===== config.mk =====
export PLATFORM = sky130hd
export DESIGN_NAME = pss_front
export DESIGN_NICKNAME = d
export VERILOG_FILES = /design/src/sv/particle_set_statistics_top_assert.svh /design/src/sv/pss_pkg.sv /design/src/sv/pss_front.sv
export SDC_FILE = /design/constraint.sdc
export NUM_CORES = 1
export LEC_CHECK = 0
export BUFFER_PORTS_ARGS = -buffer_cell sky130_fd_sc_hd__buf_2
export CAP_MARGIN = 15
export CORE_MARGIN = 2
export CORE_UTILIZATION = 30
export CTS_CLUSTER_SIZE = 40
export DETAILED_ROUTE_END_ITERATION = 8
export PLACE_DENSITY = 0.52
export SYNTH_ARGS = -nofsm -noshare
export SYNTH_HDL_FRONTEND = slang
export SYNTH_SLANG_ARGS = --single-unit

===== constraint.sdc =====
create_clock -name clk -period 13.7 [get_ports clk]
set_clock_uncertainty 0.1 [all_clocks]
set_input_delay 0.685 -clock clk [delete_from_list [all_inputs] [get_ports clk]]
set_output_delay 0.685 -clock clk [all_outputs]
set_load 0.01 [all_outputs]

===== src/sv/particle_set_statistics_top_assert.svh =====
// assertion macros for the particle set statistics block
`ifndef PARTICLE_SET_STATISTICS_TOP_ASSERT_SVH
`define PARTICLE_SET_STATISTICS_TOP_ASSERT_SVH
`ifndef SYNTH
`define PSS_ASSERT_IMP(label, clk, rst_n, a, c) \
	label: assert property (@(posedge clk) disable iff (!rst_n) (a) |-> (c)) \
		else $error("assertion failed");
`define PSS_ASSERT_NXT(label, clk, rst_n, a, c) \
	label: assert property (@(posedge clk) disable iff (!rst_n) (a) |=> (c)) \
		else $error("assertion failed");
`else
`define PSS_ASSERT_IMP(label, clk, rst_n, a, c)
`define PSS_ASSERT_NXT(label, clk, rst_n, a, c)
`endif
`endif


===== src/sv/pss_pkg.sv =====
// ----------------------------------------------------------------------------
// pss_pkg
// shared types and constants of the particle set statistics block
// ----------------------------------------------------------------------------
`default_nettype none
package pss_pkg;
	localparam int MAX_PARTICLES_DEF = 1024;
	localparam int COORD_W = 32;
	localparam int BOX_W = 34;
	localparam int ENERGY_W = 64;
	localparam int OVL_W = 33;
	localparam int CNT_W = 11;

	// one particle handed from the front to the back
	typedef struct packed {
		logic signed [COORD_W-1:0] px;
		logic signed [COORD_W-1:0] py;
		logic signed [COORD_W-1:0] pz;
		logic [COORD_W-1:0] r;
		logic [COORD_W-1:0] vx;
		logic [COORD_W-1:0] vy;
		logic [COORD_W-1:0] vz;
		logic [COORD_W-1:0] m;
		logic last;
	} item_t;

	typedef enum logic [2:0] {
		ST_LOAD,
		ST_RD,
		ST_RDJ,
		ST_DIFF,
		ST_SQRT,
		ST_CMP,
		ST_OUT
	} state_t;
endpackage
`default_nettype wire


===== src/sv/pss_front.sv =====
// ----------------------------------------------------------------------------
// pss_front
// two entry input queue toward the back part
// ----------------------------------------------------------------------------
`default_nettype none
module pss_front (
	input  wire logic clk,
	input  wire logic arst_n,
	input  wire logic push,
	output logic full,
	input  wire pss_pkg::item_t in_item,
	output logic q_valid,
	input  wire logic q_take,
	output pss_pkg::item_t q_item
);
	pss_pkg::item_t buf_q [2];
	logic rd_q, wr_q;
	logic [1:0] cnt_q;
	logic do_push;

	assign full = (cnt_q == 2'd2);
	assign do_push = push && !full;
	assign q_valid = (cnt_q != 2'd0);
	assign q_item = buf_q[rd_q];

	// queue storage
	always_ff @(posedge clk) begin
		if (do_push) buf_q[wr_q] <= in_item;
	end

	// queue pointers
	always_ff @(posedge clk or negedge arst_n) begin
		if (!arst_n) begin
			rd_q <= 1'b0;
			wr_q <= 1'b0;
			cnt_q <= 2'd0;
		end else begin
			if (do_push) wr_q <= !wr_q;
			if (q_take) rd_q <= !rd_q;
			cnt_q <= cnt_q + {1'b0, do_push} - {1'b0, q_take};
		end
	end
endmodule
`default_nettype wire


Yosys cells after proc, flatten, opt, wreduce, memory -nomap -nowiden
Memory sizes are Yosys's and may differ from the RTL's.
Cells that the tools add are included.
- bits in registers: 4
- bits in writable memories: 514
- bits of input ports: 261
- output and inout bits: 259
- word-level logic and storage cells: 14
- memories kept: 1
- memory list (name ; depth ; width ; read ports ; clocked after memory_dff ; write ports ; line ; source):
    buf_q ; 2 ; 257 ; 1 ; 0 ; 1 ; pss_front.sv:16 ; pss_pkg::item_t buf_q [2];
- add/subtract/negate cells: 2
- equality and inequality tests: 1
- muxes and demuxes: 2
- reduce and logical (&&, ||, !) cells: 5
- operator list (cell ; number):
    1-bit zero test ; 3
    2-bit by 1-bit adder with 2-bit output ; 1
    2-bit equality test, second input constant ; 1
    1-bit 2-to-1 mux ; 2
    2-bit nonzero test ; 1
    2-bit by 1-bit subtractor with 2-bit output ; 1
    1-bit logical AND ; 1

Logic depth before layout (Yosys ltp)
Gate-level depths: netlist of run 1.
- depth in word-level cells: 5
- depth in mapped cells: 7
- depth with buffers taken out: 7

Least setup slack after synthesis of run 1
OpenSTA, ideal clock, no wires.
- path kind: input to register
- from: input push
- to: memory buf_q[0][0] (netlist bit) (enable)
- setup time: 879 ps
- arrival: 11424 ps
- required time: 12721 ps
- setup slack: 1297 ps
- stages: 2
- path buffers: 0
- cell sequence: nand2_1 -> nor2_1
- word-level cells in the longest chain between the ends: 3
- RTL lines (what ; line ; source):
    start, declared ; pss_front.sv:9 ; input wire logic push,
    1-bit logical AND ; pss_front.sv:22 ; assign do_push = push && !full;
    1-bit 2-to-1 mux ; pss_front.sv:28 ; if (do_push) buf_q[wr_q] <= in_item;
    1-bit 2-to-1 mux (implied by the code) ; pss_front.sv:28 ;
    end, declared ; pss_front.sv:16 ;
Every way passes these cells.

==> metrics.yaml, run 1 <==
drive_above_1_share: 0.610
intPower_uw: 3870
rsz0062_at_grt: "false"
path_cells: "buf_4 > buf_4 > mux2_4 > buf_2"
power_uw: 5430
num_vias: 9571
setup_viol: 0
synth_seq_area_share: 0.793
fp.dieW_um: 260
cts_setup_buffers: 0
switchingPower_uw: 1560
port_buffers: 519
ys_seq_elements: 518
routedWlPerCell_um: 19.3
drv_slew: 0
synth_xor_area_frac: 0.00179
post-route-min-period_ps: 4740
synth_top_family_by_area: "multiplexers"
p_clk_frac: 0.270
cts_sinks: 518
end_kind: "output pin"
avgViaCountPerCell: 4.19
htree_levels: 2
grt_overflow: 0
dieArea_sq_um: 67400
cap_violations: 0
nets: 1639
avgSynthCellArea_sq_um: 24.0
status: "finished clean"
p_leak_uw: 0.00972
num_io_pins: 520
switching_share: 0.287
clk_latency_ps: 580
slew-limit-headroom: 0.258
synth-simple-area-share: 0.00134
grt_max_degree: 76
path_class: "flop to output pin"
syn_inst: 817
cp.required_ps: 12910
clk_pin_slew_ps: 60
cts_tree: "built"
crit_buf_inv: 3
area_growth_pct: 27.0
worst_ep_arrival_time_ps: 3960
drtPass1Iterations: 4
syn_area_sq_um: 19600
core-area_sq_um: 64500
power_frac_seq: 0.422
fillers: 6017
crit_path_frequent_cell: "buf_4"
r2r_setup_slack_ps: 10030
synthMuxAreaShare: 0.186
row_count: 93
startpoint_type: "flop"
synth_cell_types: 16
grt.total_usage: 0.124
max_freq_ghz: 0.211
final_common_cell: "buf_2"
critPathMaxFanout: 61
chipHeight_um: 260
synth_fa_ha_area_frac: 0.00128
clock_path_buffers: 3
peakVddDrop_mv: 0.176
gp_congestion: 0.790
initial_core_util: 0.304
combPwrFrac: 0.308
syn-num-nets: 1080
finalHoldViolCount: 0
synth_compound_area_frac: 0
antenna_found_initial: 12
min_period_over_period: 0.346
drt-initial-drc-count: 465
max_stage_delay_ps: 920
crit_slowest_cell: "dfrtp_4"
drcViolationCount: 0
ys_warn_count: 0
grt_pass1_wl_mm: 62.8
p_per_area_nw_per_um2: 218
grt_pass1_vias: 10200
dpl.hpwl_mm: 30.2
crit_family: "buffers and inverters"
root_buffer: "clkbuf_16"
ant_nets: 0
cts-buffers-inserted: 55
wl_mm: 44.1
tns_ps: 0
worst_pin_slew_ps: 1110
layout_common_cells: "buf_2, edfxtp_1, mux2_4, clkbuf_16, mux2_2"
holdCritPathClass: "input pin to flop"
[synthesized netlist by cell type]
| library cell | n | share of area |
|---|---|---|
| nand2b_1 | 1 | 0.00032 |
| edfxtp_1 | 514 | 0.79 |
| ha_1 | 2 | 0.0013 |
| mux2_4 | 201 | 0.15 |
| buf_6 | 24 | 0.014 |
| buf_2 | 3 | 0.00077 |
| or2_2 | 1 | 0.00032 |
| nand2_1 | 1 | 0.00019 |
| xnor2_1 | 3 | 0.0013 |
| mux2_2 | 56 | 0.032 |
| nor2_1 | 1 | 0.00019 |
| xor2_1 | 1 | 0.00045 |
| dfrtp_1 | 4 | 0.0051 |
| and3_1 | 1 | 0.00032 |
| buf_8 | 2 | 0.0015 |
| inv_1 | 2 | 0.00038 |
[what timing repair did]
action                                 4_1_cts  5_1_grt
endpoints found under the hold margin        4        0
hold buffers                                 1        0
gates resized for setup                      0        0
[layer usage]
layer	global-route usage	vias up	wire length [um]
li1	-	4405	-
met4	0.0453	10	1120
met1	0.137	4772	16400
met5	0	-	72
met2	0.220	308	22900
met3	0.0449	76	3630
[area by class of cell]
| cell class | count | area, sq um | share of cell area |
|---|---|---|---|
| Tap cell | 855 | 1070 | 0.0430 |
| Inverter | 2 | 7.51 | 0.000302 |
| Multi-Input combinational cell | 268 | 3750 | 0.151 |
| Antenna cell | 9 | 22.5 | 0.000905 |
| Clock buffer | 82 | 1580 | 0.0635 |
| Clock inverter | 19 | 221 | 0.00890 |
| Sequential cell | 518 | 15500 | 0.625 |
| Timing Repair Buffer | 531 | 2690 | 0.108 |
[power by group through the flow]
| stage | clock [uW] | combinational [uW] | sequential, uW |
|---|---|---|---|
| 6_report | 1470 | 1670 | 2290 |
| 5_1_grt | 1570 | 1790 | 2320 |
| 4_1_cts | 1520 | 1710 | 2300 |
| 3_5_place_dp | 0 | 1710 | 2330 |
| 3_3_place_gp | 0 | 1700 | 2320 |
| 2_1_floorplan | 0 | 1180 | 2400 |
[metrics by stage]
| stage | area [sq um] | cells | util | hold WS (ps) | setup WS (ps) |
|---|---|---|---|---|---|
| 2_1_floorplan | 19600 | 817 | - | 289 | 1300 |
| 3_3_place_gp | 23000 | 2173 | 0.357 | 399 | 9580 |
| 3_5_place_dp | 23000 | 2173 | 0.357 | 407 | 9520 |
| 4_1_cts | 24900 | 2275 | 0.386 | 133 | 8860 |
| 5_1_grt | 24900 | 2281 | 0.386 | 146 | 8740 |
| 6_report | 24900 | 2284 | 0.386 | 189 | 8960 |
[state kept, by name, summed over array words and instances (netlist names)]
signal	flops
rd_q	1
wr_q	1
buf_q	514
cnt_q	2
[final timing paths]
| check | start | endpoint | depth (start not counted) |
|---|---|---|---|
| min reg2reg | cnt_q[0] | cnt_q[0] | 1 |
| max | rd_q | q_item[199] | 4 |
| min | in_item[229] | buf_q[1][229] | 1 |
| min in group asynchronous | arst_n | wr_q | 2 |
| max in group asynchronous | arst_n | rd_q | 2 |
| max reg2reg | cnt_q[1] | buf_q[1][45] | 4 |
[worst register-to-register path, cell delays in order, from the launching register on]
cell and delay (ps):
dfrtp_1 400, nand2b_1 130, and3_4 790, buf_4 860
buf_4 940
[cell families after synthesis]
| group | count (synthesis) |
|---|---|
| XOR/XNOR | 4 |
| flip-flops | 518 |
| adder cells (fa/ha/maj) | 2 |
| multiplexers | 257 |
| buffers and inverters | 31 |
| AND/OR/NAND/NOR | 5 |
Note: power is estimated with default switching activity, not from simulation.
==> run 2: changes to the inputs <==
Settings changed: PLACE_DENSITY 0.52 to 0.54.
Clock period 13.7 ns to 4.1 ns, I/O delays scaled along.
==> metrics.yaml, run 2 (synthesis results as in run 1) <==
drv_slew: 0  # unchanged
clock_path_buffers: 3  # unchanged
critPathMaxFanout: 72  # +18%
grt_pass1_wl_mm: 65.7  # +4.6%
regArea_sq_um: 15500  # unchanged
chipHeight_um: 260  # unchanged
r2r_cells: 3  # -1
layout_common_cells: "buf_2, edfxtp_1, dlygate4sd3_1, mux2_4, clkbuf_16"
dpl.hpwl_mm: 29.8  # -1.2%
grt_max_degree: 134  # +76%
power_uw: 18700  # +250%
finalHoldViolCount: 0  # unchanged
hold_end: "buf_q[0][2]"
post-route-min-period_ps: 2890
drcViolationCount: 0  # unchanged
nets: 1914  # +17%
cap_violations: 0  # unchanged
status: "finished clean"
r2r_setup_slack_ps: 1850  # -8180 ps
initial_core_util: 0.304  # unchanged
clk_pin_slew_ps: 60  # about the same
p_per_area_nw_per_um2: 675  # +210%
antenna_found_initial: 2  # -10
startpoint_type: "flop"
reg_top3: "buf_q (514), cnt_q (2)"
clk_latency_ps: 580  # about the same
min_period_over_period: 0.705
gp_congestion: 0.765  # -3.2%
cts_sinks: 518  # unchanged
multi_input_area_sq_um: 3750  # about the same
largest_reg_flops: 514  # unchanged
num_vias: 10600  # +11%
avgViaCountPerCell: 4.17  # -0.60%
reg2reg_from: "cnt_q[1]"
htree_levels: 2  # unchanged
grt_overflow: 0  # unchanged
core-area_sq_um: 64500  # unchanged
num_io_pins: 520  # unchanged
fp.dieW_um: 260  # unchanged
hold_depth: 2  # +1
routedWlPerCell_um: 17.6  # -8.8%
rsz0062_at_grt: "false"
wl_mm: 45.0  # +1.9%
holdCritPathClass: "input pin to flop"
end_kind: "output pin"
p_leak_uw: 0.0110  # +13%
port_buffers: 519  # unchanged
r2r-end: "buf_q[1][226]"
cts-buffers-inserted: 54  # -1.8%
worst_pin_slew_ps: 900  # -213 ps
grt.total_usage: 0.126  # +0.00179
drive_above_1_share: 0.522  # -0.0880
final_core_util: 0.431  # +0.0451
fillers: 5726  # -4.8%
cts_tree: "built"
peakVddDrop_mv: 0.444  # +150%
root_buffer: "clkbuf_16"
regMostFlops: "buf_q"
drt-initial-drc-count: 512  # +10%
drtPass1Iterations: 4  # unchanged
ant_nets: 0  # unchanged
worst_ep_arrival_time_ps: 2580  # -1380 ps
setup_viol: 0  # unchanged
max_freq_ghz: 0.346
min_from: "in_item[2]"
slew-limit-headroom: 0.400  # +0.142
area_growth_pct: 41.8
path_class: "flop to output pin"
cp.required_ps: 3800  # -9110 ps
grt_pass1_vias: 11400  # +12%
final_common_cell: "buf_2"
cts_repair_resize_count: 0  # unchanged
num_antenna_cells: 0  # -9
dieArea_sq_um: 67400  # unchanged
row_count: 93  # unchanged
## run 2: cell types whose count changed in the layout (fill, tap and decap cells not counted)
cell / previous run / this run
diode_2: 9 / 0
dlygate4sd3_1: 1 / 261
bufinv_16: 5 / 10
nand2_2: 0 / 1
clkinv_1: 7 / 12
nand2_1: 1 / 0
clkbuf_1: 19 / 12
clkbuf_8: 6 / 0
clkinvlp_4: 1 / 2
buf_4: 11 / 17
buf_12: 0 / 10
clkinv_2: 4 / 6
## run 2: metrics by stage
step / instance area, sq um / TNS (ps) / setup slack [ps] / cells / hold slack, ps
after floorplan: 19600 / -235410 / -822 / 817 / -191
after global placement: 23300 / 0 / 1800 / 2189 / -72.7
after detailed placement: 23300 / 0 / 1770 / 2189 / -67.0
after CTS: 27800 / 0 / 1120 / 2551 / 188
after global routing: 27800 / 0 / 1100 / 2551 / 205
final: 27800 / 0 / 1210 / 2551 / 247
## run 2: worst max-delay path by stage
stage          startpoint     endpoint  slack [ps]  depth (start not counted)
4_1_cts              rd_q   q_item[79]        1120                          4
3_5_place_dp         rd_q   q_item[79]        1770                          4
3_3_place_gp         rd_q   q_item[41]        1800                          4
6_report             rd_q   q_item[68]        1210                          3
2_1_floorplan    cnt_q[1]  buf_q[0][0]        -820                          3
5_1_grt              rd_q   q_item[33]        1100                          4
## run 2: worst max-delay path, stage by stage (launching register included)
cell,delay (ps)
dfrtp_4,850
buf_12,440
mux2_4,370
buf_2,140
## run 2: layout make-up
class / count / area share
clock buffer: 69 / 0.0530
tap: 855 / 0.0385
multi-input combinational: 268 / 0.135
sequential: 518 / 0.559
timing repair buffer: 807 / 0.199
clock inverter: 32 / 0.0147
inverter: 2 / 0.000270
## run 2: per-layer routing
metal | global-route usage | vias up | routed length [um]
met5 | 0 | - | 13
met4 | 0.0375 | 2 | 1050
met3 | 0.0425 | 76 | 3490
met2 | 0.222 | 358 | 22800
met1 | 0.145 | 5249 | 17600
li1 | - | 4941 | -
## run 2: report_power, final
group	leakage (uW)	total [uW]	internal, uW	switching [uW]
combinational	0.00523	6050	3010	3040
clock	0.000909	5120	3160	1960
sequential	0.00482	7580	7240	345
## run 2: what timing repair did
item	4_1_cts	5_1_grt
hold buffers	261	0
endpoints found under the hold margin	522	0
setup buffers	0	0
